--- src/tcch_pkg.sv ---
package tcch_pkg;

    localparam int CORDIC_STEPS = 16;
    localparam int STEP_W       = $clog2(CORDIC_STEPS);
    localparam int ATAN_TAB_LEN = 24;

    localparam int VEC_W     = 52;
    localparam int Z_W       = 21;
    localparam int TRIG_W    = 17;
    localparam int MAC_A_W   = 40;
    localparam int MAC_ACC_W = 56;
    localparam int MAC_BITS  = TRIG_W;
    localparam int MAC_CNT_W = $clog2(MAC_BITS);

    localparam int ANG_PI      = 205887;
    localparam int ANG_HALF_PI = 102944;
    localparam int GAIN_Q30    = 652032874;
    localparam int DECL_MUL    = 585635;
    localparam int PI_Q13      = 25736;
    localparam int TWO_PI_Q13  = 51472;

    localparam int CFG_IDX_W = 3;
    localparam logic [CFG_IDX_W-1:0] REG_OFFSET_X    = 3'd0;
    localparam logic [CFG_IDX_W-1:0] REG_OFFSET_Y    = 3'd1;
    localparam logic [CFG_IDX_W-1:0] REG_OFFSET_Z    = 3'd2;
    localparam logic [CFG_IDX_W-1:0] REG_DECLINATION = 3'd3;

    localparam int ATAN_TAB [ATAN_TAB_LEN] = '{
        51472, 30386, 16055, 8150, 4091, 2047, 1024, 512,
        256, 128, 64, 32, 16, 8, 4, 2,
        1, 0, 0, 0, 0, 0, 0, 0
    };

    typedef enum logic {
        CORDIC_ROTATE,
        CORDIC_VECTOR
    } cordic_mode_t;

    typedef struct packed {
        logic busy;
        logic done;
    } unit_status_t;

    function automatic logic signed [Z_W-1:0] atan_at(input logic [4:0] i);
        logic signed [Z_W-1:0] r;
        r = '0;
        if (int'(i) < ATAN_TAB_LEN)
        begin
            r = Z_W'(ATAN_TAB[i]);
        end
        return r;
    endfunction

endpackage

--- src/tcch_mac.sv ---
module tcch_mac (
    input  logic                                    clk,
    input  logic                                    rst_n,
    input  logic                                    start,
    input  logic                                    clear,
    input  logic signed [tcch_pkg::MAC_A_W-1:0]     a,
    input  logic signed [tcch_pkg::TRIG_W-1:0]      b,
    output tcch_pkg::unit_status_t                  status,
    output logic signed [tcch_pkg::MAC_ACC_W-1:0]   acc
);
    import tcch_pkg::*;

    logic signed [MAC_ACC_W-1:0] acc_reg, acc_next;
    logic signed [MAC_ACC_W-1:0] a_reg;
    logic        [TRIG_W-1:0]    b_reg;
    logic        [MAC_CNT_W-1:0] cnt_reg;
    logic                        busy_reg, done_reg;
    logic                        last;

    assign last = (cnt_reg == MAC_CNT_W'(MAC_BITS - 1));

    // sign bit of b carries negative weight
    always_comb
    begin
        acc_next = acc_reg;
        if (b_reg[0])
        begin
            acc_next = last ? (acc_reg - a_reg) : (acc_reg + a_reg);
        end
    end

    always_ff @(posedge clk or negedge rst_n)
    begin
        if (!rst_n)
        begin
            acc_reg  <= '0;
            a_reg    <= '0;
            b_reg    <= '0;
            cnt_reg  <= '0;
            busy_reg <= 1'b0;
            done_reg <= 1'b0;
        end
        else
        begin
            done_reg <= 1'b0;
            if (start)
            begin
                if (clear)
                begin
                    acc_reg <= '0;
                end
                a_reg    <= {{(MAC_ACC_W-MAC_A_W){a[MAC_A_W-1]}}, a};
                b_reg    <= b;
                cnt_reg  <= '0;
                busy_reg <= 1'b1;
            end
            else if (busy_reg)
            begin
                acc_reg <= acc_next;
                a_reg   <= a_reg <<< 1;
                b_reg   <= b_reg >> 1;
                cnt_reg <= cnt_reg + 1'b1;
                if (last)
                begin
                    busy_reg <= 1'b0;
                    done_reg <= 1'b1;
                end
            end
        end
    end

    assign status.busy = busy_reg;
    assign status.done = done_reg;
    assign acc         = acc_reg;

endmodule

--- src/tcch_cordic.sv ---
module tcch_cordic (
    input  logic                                  clk,
    input  logic                                  rst_n,
    input  logic                                  start,
    input  tcch_pkg::cordic_mode_t                mode,
    input  logic signed [15:0]                    angle,
    input  logic signed [tcch_pkg::VEC_W-1:0]     vec_x,
    input  logic signed [tcch_pkg::VEC_W-1:0]     vec_y,
    output tcch_pkg::unit_status_t                status,
    output logic signed [tcch_pkg::TRIG_W-1:0]    cos_q15,
    output logic signed [tcch_pkg::TRIG_W-1:0]    sin_q15,
    output logic signed [tcch_pkg::Z_W-1:0]       angle_q16
);
    import tcch_pkg::*;

    logic signed [VEC_W-1:0] x_reg, y_reg, x_next, y_next;
    logic signed [Z_W-1:0]   z_reg, z_next;
    logic signed [VEC_W-1:0] dx, dy;
    logic signed [Z_W-1:0]   at, z_in;
    logic [STEP_W-1:0]       cnt_reg;
    cordic_mode_t            mode_reg;
    logic                    neg_reg, zero_reg, busy_reg, done_reg;
    logic signed [VEC_W-1:0] x_rnd, y_rnd;
    logic signed [TRIG_W-1:0] c_abs, s_abs;

    assign z_in = {{(Z_W-19){angle[15]}}, angle, 3'b000};
    assign dx   = y_reg >>> cnt_reg;
    assign dy   = x_reg >>> cnt_reg;
    assign at   = atan_at(5'(cnt_reg));

    always_comb
    begin
        if (mode_reg == CORDIC_ROTATE)
        begin
            if (!z_reg[Z_W-1])
            begin
                x_next = x_reg - dx;
                y_next = y_reg + dy;
                z_next = z_reg - at;
            end
            else
            begin
                x_next = x_reg + dx;
                y_next = y_reg - dy;
                z_next = z_reg + at;
            end
        end
        else
        begin
            if (!y_reg[VEC_W-1] && (y_reg != '0))
            begin
                x_next = x_reg + dx;
                y_next = y_reg - dy;
                z_next = z_reg + at;
            end
            else
            begin
                x_next = x_reg - dx;
                y_next = y_reg + dy;
                z_next = z_reg - at;
            end
        end
    end

    always_ff @(posedge clk or negedge rst_n)
    begin
        if (!rst_n)
        begin
            x_reg    <= '0;
            y_reg    <= '0;
            z_reg    <= '0;
            cnt_reg  <= '0;
            mode_reg <= CORDIC_ROTATE;
            neg_reg  <= 1'b0;
            zero_reg <= 1'b0;
            busy_reg <= 1'b0;
            done_reg <= 1'b0;
        end
        else
        begin
            done_reg <= 1'b0;
            if (start)
            begin
                mode_reg <= mode;
                cnt_reg  <= '0;
                busy_reg <= 1'b1;
                neg_reg  <= 1'b0;
                zero_reg <= 1'b0;
                if (mode == CORDIC_ROTATE)
                begin
                    x_reg <= VEC_W'(GAIN_Q30);
                    y_reg <= '0;
                    // fold angles beyond a quarter turn, negate the results later
                    if (z_in > ANG_HALF_PI)
                    begin
                        z_reg   <= z_in - Z_W'(ANG_PI);
                        neg_reg <= 1'b1;
                    end
                    else if (z_in < -ANG_HALF_PI)
                    begin
                        z_reg   <= z_in + Z_W'(ANG_PI);
                        neg_reg <= 1'b1;
                    end
                    else
                    begin
                        z_reg <= z_in;
                    end
                end
                else
                begin
                    zero_reg <= (vec_x == '0) && (vec_y == '0);
                    if (vec_x[VEC_W-1])
                    begin
                        if (!vec_y[VEC_W-1])
                        begin
                            x_reg <= vec_y;
                            y_reg <= -vec_x;
                            z_reg <= Z_W'(ANG_HALF_PI);
                        end
                        else
                        begin
                            x_reg <= -vec_y;
                            y_reg <= vec_x;
                            z_reg <= -Z_W'(ANG_HALF_PI);
                        end
                    end
                    else
                    begin
                        x_reg <= vec_x;
                        y_reg <= vec_y;
                        z_reg <= '0;
                    end
                end
            end
            else if (busy_reg)
            begin
                x_reg   <= x_next;
                y_reg   <= y_next;
                z_reg   <= z_next;
                cnt_reg <= cnt_reg + 1'b1;
                if (cnt_reg == STEP_W'(CORDIC_STEPS - 1))
                begin
                    busy_reg <= 1'b0;
                    done_reg <= 1'b1;
                end
            end
        end
    end

    assign x_rnd = (x_reg + VEC_W'(16384)) >>> 15;
    assign y_rnd = (y_reg + VEC_W'(16384)) >>> 15;
    assign c_abs = x_rnd[TRIG_W-1:0];
    assign s_abs = y_rnd[TRIG_W-1:0];

    assign cos_q15     = neg_reg ? -c_abs : c_abs;
    assign sin_q15     = neg_reg ? -s_abs : s_abs;
    assign angle_q16   = zero_reg ? '0 : z_reg;
    assign status.busy = busy_reg;
    assign status.done = done_reg;

endmodule

--- src/tilt_compensated_compass_heading_core.sv ---
// Tilt-compensated compass heading.
// Sample channel: sample_valid/sample_ready carry three raw magnetometer
// words, a completeness flag and roll and pitch (Q3.13 rad). A beat is taken
// when both are high. A complete sample reloads the held, offset-corrected
// axes; an incomplete one keeps them.
// Result channel: result_valid/result_ready carry heading_out (Q3.13 rad in
// (-pi, pi]) and the axes used for that sample.
// Config: cfg_write with cfg_addr and cfg_data writes offset_x, offset_y,
// offset_z or declination (1/128 degree); other indices drop.
// One sample at a time: a new sample is taken only once the previous result
// has left the last stage for the output register.
// Two CORDIC rotations and one vectoring pass run on a shared iterative
// CORDIC unit, one step a cycle; seven products run on a bit-serial
// multiply-accumulate unit, one multiplier bit a cycle.
// A finished result sits in the output register; the next sample is taken
// while it waits. If the receiver stalls with a result still pending, the
// next result holds in the last stage until the register frees.
// Reset clears the registers, held axes and all control state.
module tilt_compensated_compass_heading_core (
    input  logic                                  clk,
    input  logic                                  rst_n,
    input  logic                                  sample_valid,
    output logic                                  sample_ready,
    input  logic signed [15:0]                    raw_first,
    input  logic signed [15:0]                    raw_middle,
    input  logic signed [15:0]                    raw_last,
    input  logic                                  sample_complete,
    input  logic signed [15:0]                    roll,
    input  logic signed [15:0]                    pitch,
    output logic                                  result_valid,
    input  logic                                  result_ready,
    output logic signed [15:0]                    heading_out,
    output logic signed [15:0]                    axis_x,
    output logic signed [15:0]                    axis_y,
    output logic signed [15:0]                    axis_z,
    input  logic                                  cfg_write,
    input  logic [tcch_pkg::CFG_IDX_W-1:0]        cfg_addr,
    input  logic [15:0]                           cfg_data
);
    import tcch_pkg::*;

    typedef enum logic [2:0] {
        S_IDLE,
        S_ROLL,
        S_PITCH,
        S_MAC,
        S_VEC,
        S_OUT
    } state_t;

    localparam logic [2:0] MAC_MY_SR = 3'd0;
    localparam logic [2:0] MAC_MZ_CR = 3'd1;
    localparam logic [2:0] MAC_T_SP  = 3'd2;
    localparam logic [2:0] MAC_MX_CP = 3'd3;
    localparam logic [2:0] MAC_MY_CR = 3'd4;
    localparam logic [2:0] MAC_MZ_SR = 3'd5;
    localparam logic [2:0] MAC_DECL  = 3'd6;

    state_t state_reg;
    logic [2:0] step_reg;
    logic kick_reg;

    logic [15:0] off_x_reg, off_y_reg, off_z_reg, decl_reg;
    logic signed [15:0] held_x_reg, held_y_reg, held_z_reg;
    logic signed [15:0] roll_reg, pitch_reg;
    logic signed [TRIG_W-1:0] cr_reg, sr_reg, cp_reg, sp_reg;
    logic signed [MAC_A_W-1:0] t_reg;
    logic signed [VEC_W-1:0] hx_reg, hy_neg_reg;
    logic signed [Z_W-1:0] dq_reg;
    logic signed [15:0] heading_pend_reg;
    logic signed [15:0] heading_out_reg, axis_x_reg, axis_y_reg, axis_z_reg;
    logic result_valid_reg;

    unit_status_t cor_st, mac_st;
    cordic_mode_t cor_mode;
    logic signed [15:0] cor_angle;
    logic signed [TRIG_W-1:0] cor_cos, cor_sin;
    logic signed [Z_W-1:0] cor_z;
    logic mac_clear;
    logic signed [MAC_A_W-1:0] mac_a;
    logic signed [TRIG_W-1:0] mac_b;
    logic signed [MAC_ACC_W-1:0] mac_acc;

    logic signed [MAC_A_W-1:0] ext_x, ext_y, ext_z;
    logic signed [MAC_ACC_W-1:0] dq_full;
    logic signed [VEC_W-1:0] hy_full;
    logic signed [Z_W+1:0] sum, h_raw, h_wrap;

    always_ff @(posedge clk or negedge rst_n)
    begin
        if (!rst_n)
        begin
            off_x_reg <= '0;
            off_y_reg <= '0;
            off_z_reg <= '0;
            decl_reg  <= '0;
        end
        else if (cfg_write)
        begin
            unique case (cfg_addr)
                REG_OFFSET_X:    off_x_reg <= cfg_data;
                REG_OFFSET_Y:    off_y_reg <= cfg_data;
                REG_OFFSET_Z:    off_z_reg <= cfg_data;
                REG_DECLINATION: decl_reg  <= cfg_data;
                default:         ;
            endcase
        end
    end

    assign ext_x = {{(MAC_A_W-16){held_x_reg[15]}}, held_x_reg};
    assign ext_y = {{(MAC_A_W-16){held_y_reg[15]}}, held_y_reg};
    assign ext_z = {{(MAC_A_W-16){held_z_reg[15]}}, held_z_reg};

    // HX = sp*(my*sr + mz*cr) + (mx<<15)*cp ; HY = (my*cr - mz*sr) << 15
    always_comb
    begin
        mac_clear = 1'b0;
        mac_a     = '0;
        mac_b     = '0;
        unique case (step_reg)
            MAC_MY_SR:
            begin
                mac_clear = 1'b1;
                mac_a     = ext_y;
                mac_b     = sr_reg;
            end
            MAC_MZ_CR:
            begin
                mac_a = ext_z;
                mac_b = cr_reg;
            end
            MAC_T_SP:
            begin
                mac_clear = 1'b1;
                mac_a     = t_reg;
                mac_b     = sp_reg;
            end
            MAC_MX_CP:
            begin
                mac_a = ext_x <<< 15;
                mac_b = cp_reg;
            end
            MAC_MY_CR:
            begin
                mac_clear = 1'b1;
                mac_a     = ext_y;
                mac_b     = cr_reg;
            end
            MAC_MZ_SR:
            begin
                mac_a = -ext_z;
                mac_b = sr_reg;
            end
            MAC_DECL:
            begin
                mac_clear = 1'b1;
                mac_a     = MAC_A_W'(DECL_MUL);
                mac_b     = {decl_reg[15], decl_reg};
            end
            default:
            begin
                mac_clear = 1'b1;
            end
        endcase
    end

    assign cor_mode  = (state_reg == S_VEC) ? CORDIC_VECTOR : CORDIC_ROTATE;
    assign cor_angle = (state_reg == S_ROLL) ? roll_reg : pitch_reg;

    tcch_cordic u_cordic (
        .clk       (clk),
        .rst_n     (rst_n),
        .start     (kick_reg && (state_reg != S_MAC)),
        .mode      (cor_mode),
        .angle     (cor_angle),
        .vec_x     (hx_reg),
        .vec_y     (hy_neg_reg),
        .status    (cor_st),
        .cos_q15   (cor_cos),
        .sin_q15   (cor_sin),
        .angle_q16 (cor_z)
    );

    tcch_mac u_mac (
        .clk    (clk),
        .rst_n  (rst_n),
        .start  (kick_reg && (state_reg == S_MAC)),
        .clear  (mac_clear),
        .a      (mac_a),
        .b      (mac_b),
        .status (mac_st),
        .acc    (mac_acc)
    );

    assign dq_full = (mac_acc + MAC_ACC_W'(32768)) >>> 16;
    assign hy_full = {mac_acc[VEC_W-16:0], 15'b0};

    always_comb
    begin
        sum   = {{2{cor_z[Z_W-1]}}, cor_z} + {{2{dq_reg[Z_W-1]}}, dq_reg};
        h_raw = (sum + (Z_W+2)'(4)) >>> 3;
        if (h_raw > PI_Q13)
        begin
            h_wrap = h_raw - (Z_W+2)'(TWO_PI_Q13);
        end
        else if (h_raw <= -PI_Q13)
        begin
            h_wrap = h_raw + (Z_W+2)'(TWO_PI_Q13);
        end
        else
        begin
            h_wrap = h_raw;
        end
    end

    always_ff @(posedge clk or negedge rst_n)
    begin
        if (!rst_n)
        begin
            state_reg        <= S_IDLE;
            step_reg         <= MAC_MY_SR;
            kick_reg         <= 1'b0;
            held_x_reg       <= '0;
            held_y_reg       <= '0;
            held_z_reg       <= '0;
            roll_reg         <= '0;
            pitch_reg        <= '0;
            cr_reg           <= '0;
            sr_reg           <= '0;
            cp_reg           <= '0;
            sp_reg           <= '0;
            t_reg            <= '0;
            hx_reg           <= '0;
            hy_neg_reg       <= '0;
            dq_reg           <= '0;
            heading_pend_reg <= '0;
            heading_out_reg  <= '0;
            axis_x_reg       <= '0;
            axis_y_reg       <= '0;
            axis_z_reg       <= '0;
            result_valid_reg <= 1'b0;
        end
        else
        begin
            kick_reg <= 1'b0;
            if (result_ready && (state_reg != S_OUT))
            begin
                result_valid_reg <= 1'b0;
            end
            unique case (state_reg)
                S_IDLE:
                begin
                    if (sample_valid)
                    begin
                        roll_reg  <= roll;
                        pitch_reg <= pitch;
                        if (sample_complete)
                        begin
                            held_y_reg <= raw_first - off_y_reg;
                            held_z_reg <= raw_middle - off_z_reg;
                            held_x_reg <= (16'd0 - raw_last) - off_x_reg;
                        end
                        state_reg <= S_ROLL;
                        kick_reg  <= 1'b1;
                    end
                end
                S_ROLL:
                begin
                    if (cor_st.done)
                    begin
                        cr_reg    <= cor_cos;
                        sr_reg    <= cor_sin;
                        state_reg <= S_PITCH;
                        kick_reg  <= 1'b1;
                    end
                end
                S_PITCH:
                begin
                    if (cor_st.done)
                    begin
                        cp_reg    <= cor_cos;
                        sp_reg    <= cor_sin;
                        step_reg  <= MAC_MY_SR;
                        state_reg <= S_MAC;
                        kick_reg  <= 1'b1;
                    end
                end
                S_MAC:
                begin
                    if (mac_st.done)
                    begin
                        case (step_reg)
                            MAC_MZ_CR: t_reg      <= mac_acc[MAC_A_W-1:0];
                            MAC_MX_CP: hx_reg     <= mac_acc[VEC_W-1:0];
                            MAC_MZ_SR: hy_neg_reg <= -hy_full;
                            MAC_DECL:  dq_reg     <= dq_full[Z_W-1:0];
                            default:   ;
                        endcase
                        kick_reg <= 1'b1;
                        step_reg <= step_reg + 1'b1;
                        if (step_reg == MAC_DECL)
                        begin
                            state_reg <= S_VEC;
                        end
                    end
                end
                S_VEC:
                begin
                    if (cor_st.done)
                    begin
                        heading_pend_reg <= h_wrap[15:0];
                        state_reg        <= S_OUT;
                    end
                end
                S_OUT:
                begin
                    // hold until the output register is free
                    if (!result_valid_reg || result_ready)
                    begin
                        heading_out_reg  <= heading_pend_reg;
                        axis_x_reg       <= held_x_reg;
                        axis_y_reg       <= held_y_reg;
                        axis_z_reg       <= held_z_reg;
                        result_valid_reg <= 1'b1;
                        state_reg        <= S_IDLE;
                    end
                end
                default:
                begin
                    state_reg <= S_IDLE;
                end
            endcase
        end
    end

    assign sample_ready = (state_reg == S_IDLE);
    assign result_valid = result_valid_reg;
    assign heading_out  = heading_out_reg;
    assign axis_x       = axis_x_reg;
    assign axis_y       = axis_y_reg;
    assign axis_z       = axis_z_reg;

`ifndef SYNTHESIS
    a_idle_units_quiet: assert property (@(posedge clk) disable iff (!rst_n)
        sample_ready |-> !cor_st.busy && !mac_st.busy)
        else $error("arithmetic unit busy while taking a sample");

    a_single_done: assert property (@(posedge clk) disable iff (!rst_n)
        !(cor_st.done && mac_st.done))
        else $error("both units finished in the same cycle");

    a_heading_range: assert property (@(posedge clk) disable iff (!rst_n)
        result_valid |-> (heading_out <= PI_Q13) && (heading_out > -PI_Q13))
        else $error("heading outside (-pi, pi]");

    a_mac_only_in_mac: assert property (@(posedge clk) disable iff (!rst_n)
        mac_st.busy |-> state_reg == S_MAC)
        else $error("multiplier running outside the product phase");
`endif

endmodule

--- config.mk ---
export PLATFORM = sky130hd
export DESIGN_NAME = tilt_compensated_compass_heading_core
export DESIGN_NICKNAME = d
export VERILOG_FILES = /design/src/tcch_pkg.sv /design/src/tcch_mac.sv /design/src/tcch_cordic.sv /design/src/tilt_compensated_compass_heading_core.sv
export SDC_FILE = /design/constraint.sdc
export NUM_CORES = 2
export LEC_CHECK = 0
export BUFFER_PORTS_ARGS = -buffer_cell sky130_fd_sc_hd__buf_2
export CAP_MARGIN = 25
export CORE_ASPECT_RATIO = 0.7
export CORE_MARGIN = 4
export CORE_UTILIZATION = 61
export CTS_CLUSTER_DIAMETER = 80
export DETAILED_ROUTE_END_ITERATION = 7
export PLACE_DENSITY = 0.89
export SLEW_MARGIN = 0
export SYNTH_ARGS = -nofsm -noshare
export SYNTH_HDL_FRONTEND = slang
export SYNTH_SLANG_ARGS = --single-unit
--- constraint.sdc ---
create_clock -name clk -period 18.2 [get_ports clk]
set_clock_uncertainty 0.2 [all_clocks]
set_input_delay 3.64 -clock clk [delete_from_list [all_inputs] [get_ports clk]]
set_output_delay 3.64 -clock clk [all_outputs]
set_load 0.01 [all_outputs]
==> impl_metrics.json <==
{
  "start_kind": "flop",
  "setup_violations": 0,
  "layout.nets": 7832,
  "antenna_left": 0,
  "core_mm2": 0.0983,
  "postSynth.asyncResetShare_pct": 100,
  "gp_congestion": 1.09,
  "holdBufCountCts": 0,
  "vias_per_cell": 6.89,
  "path_max_fanout": 61,
  "synth_cell_types": 95,
  "fin_ws_ns": 10.22,
  "path_clk_slew_ns": 0.07,
  "rsz0062_at_grt": "false",
  "place_ws_ns": 10.33,
  "wl_um": 218000,
  "syn_area_mm2": 0.0605,
  "yosysSeqAreaShare_pct": 29.4,
  "dr.pass1.iters": 8,
  "place_inst": 8517,
  "cts_buffers": 78,
  "drv_cap": 0,
  "post-route-drc-count": 5,
  "dpl.hpwl_um": 162000,
  "portBuffers": 170,
  "ios": 171,
  "cts_tree": "built",
  "cts_root_buf": "clkbuf_16",
  "vias": 59900,
  "drive_gt1_share_pct": 10.9,
  "nFillCells": 7929,
  "fin_cells": 8682,
  "finalHoldViolCount": 0,
  "synth.avg_cell_area_um2": 8.17,
  "area_growth_pct": 7.45,
  "h-tree-depth": 3,
  "worst_setup_path_end_kind": "flop",
  "dieWidth_um": 385,
  "worst_slew_pin_slew_ns": 1.24,
  "grt_pass1_wl_um": 330000,
  "dpl_cell_area_mm2": 0.0621,
  "criticalPathCategory": "flop to flop",
  "fin_crit_ns": 7.98,
  "num_rows": 96,
  "violations": "DRC",
  "status": "complete, but fails checks",
  "final.setup.tns_ns": 0,
  "avgRoutedWirePerCell_um": 25.1,
  "cts_sinks": 712,
  "antenna_found_initial": 12,
  "die_h_um": 272,
  "post-route-cell-area_mm2": 0.0651,
  "cts_setup_buffers": 0,
  "start_util_pct": 61.6,
  "grt_max_degree": 114,
  "grt_overflow": 0,
  "synthCells": 7414,
  "ys_ff_latch": 712,
  "hold_path_class": "flop to flop",
  "synth_nets": 7957,
  "die-area_mm2": 0.104,
  "post-route-period-util_pct": 43.8,
  "ctsResizeCount": 0,
  "arrival_ns": 8.36,
  "synth-edff-count": 0,
  "grtUsageTotal_pct": 40.2,
  "crit_required_ns": 18.59,
  "clk_latency_ns": 0.72,
  "drtIter0Drc": 9136,
  "slew_violations": 0,
  "ys.flop_type": "dfrtp_1",
  "grt_pass1_vias": 54800,
  "cts_buffer_depth": 3,
  "slew_headroom_pct": 16.7,
  "yosys_warnings": 0,
  "max_freq_mhz": 125
}
[final timing paths]
path | to | from | slack (ns) | cells after the start
worst max-delay path | u_cordic.x_reg[50] | u_cordic.cnt_reg[1] | 10.22 | 18
worst min-delay path | heading_pend_reg[7] | heading_pend_reg[7] | 0.28 | 2
worst max register to register | u_cordic.x_reg[50] | u_cordic.cnt_reg[1] | 10.22 | 18
worst min register to register | heading_pend_reg[7] | heading_pend_reg[7] | 0.28 | 2
max in group asynchronous | cp_reg[6] | rst_n | 12.57 | 6
min in group asynchronous | axis_x[11] | rst_n | 2.71 | 1
[worst max-delay path, stage by stage (launching register included)]
cell and delay, ns:
dfrtp_4 0.94, buf_4 0.79, mux4_2 0.61, nand2_1 0.10, nand3_1 0.20, o21ai_0 0.28, ha_1 0.29, inv_1 0.15
a2111oi_0 0.56, o311ai_0 0.25, o21ai_0 0.71, o21ai_0 0.44, o21ai_0 0.41, nor3b_1 0.80, o21a_1 0.26, o21ai_0 0.14
o21ai_0 0.26, o221ai_1 0.16, or2_1 0.24
[cell families after synthesis]
kind of cell	synth area share (%)
and+or+nand+nor	16.6
DFF	29.4
xor gates and xnor gates	7.07
buffers and inverters	5.37
AOI/OAI and AO/OA	23.4
adders and majority gates	9.18
muxes	8.89
[cells in the mapped netlist (32+ instances only)]
cell	instances	area [µm²]
nor2_1	550	2060
inv_1	396	1490
nor4_1	50	313
nand3_1	158	791
mux4_2	74	1670
xor2_1	210	1840
nand4_1	52	325
ha_1	428	5360
xnor2_1	277	2430
a31oi_1	58	363
o22ai_1	44	275
mux2_2	235	2650
o211ai_1	38	285
buf_1	63	236
a21o_1	130	976
nand2b_1	65	407
o21a_1	57	428
a211oi_1	82	616
nor3_1	136	681
a21oi_1	603	3020
and3_1	58	363
o21bai_1	77	578
o21ai_0	714	3570
or3_1	43	269
clkbuf_1	389	1460
o22a_1	32	280
nor2b_1	79	494
o31ai_1	91	683
nand2_1	890	3340
mux2i_1	107	1070
dfrtp_1	712	17800
[cells in the final DEF, fill, tap and decap left out, types with 50 or more instances in the layout]
cell type | Yosys | final
nand2b_1 | 65 | 65
xnor2_1 | 277 | 277
mux2i_1 | 107 | 106
o21a_1 | 57 | 57
nor2_1 | 550 | 546
a21oi_1 | 603 | 603
nor3_1 | 136 | 136
xor2_1 | 210 | 210
buf_2 | 11 | 172
a211oi_1 | 82 | 81
o31ai_1 | 91 | 91
nand4_1 | 52 | 52
clkbuf_16 | 0 | 78
o21ai_0 | 714 | 714
nor2b_1 | 79 | 78
inv_1 | 396 | 395
dfrtp_1 | 712 | 705
nand3_1 | 158 | 158
mux2_2 | 235 | 234
o21bai_1 | 77 | 77
ha_1 | 428 | 428
and3_1 | 58 | 57
a31oi_1 | 58 | 58
a21o_1 | 130 | 130
mux4_2 | 74 | 74
nor4_1 | 50 | 50
buf_4 | 0 | 66
nand2_1 | 890 | 882
[metrics by stage]
step	util (%)	hold WS [ns]
final	66.2	0.281
after global routing	66.2	0.291
after CTS	65.9	0.284
after detailed placement	63.2	0.270
after global placement	63.1	0.260
after floorplan	-	0.243
[final cells by class]
cell class                      instances  area (µm²)  area share [%]
Multi-Input combinational cell       5839       39600            60.9
Sequential cell                       712       17800            27.4
Clock buffer                          110        2210            3.40
Timing Repair Buffer                  258        1720            2.65
Tap cell                             1323        1660            2.54
Inverter                              400        1500            2.31
Clock inverter                         32         483           0.742
Antenna cell                            8        20.0          0.0308
[per-layer routing]
| layer | part of all wire (%) | track usage [%] | up-vias |
|---|---|---|---|
| met5 | 0.12 | 0.324 | - |
| met2 | 40 | 55.1 | 4241 |
| met3 | 16 | 17.0 | 631 |
| met4 | 3.3 | 10.9 | 14 |
| li1 | - | - | 26200 |
| met1 | 40 | 57.9 | 28800 |
Power is left out: the tool's default activity adds up to more than one toggle a clock period on the data nets, which glitch-free logic cannot reach.
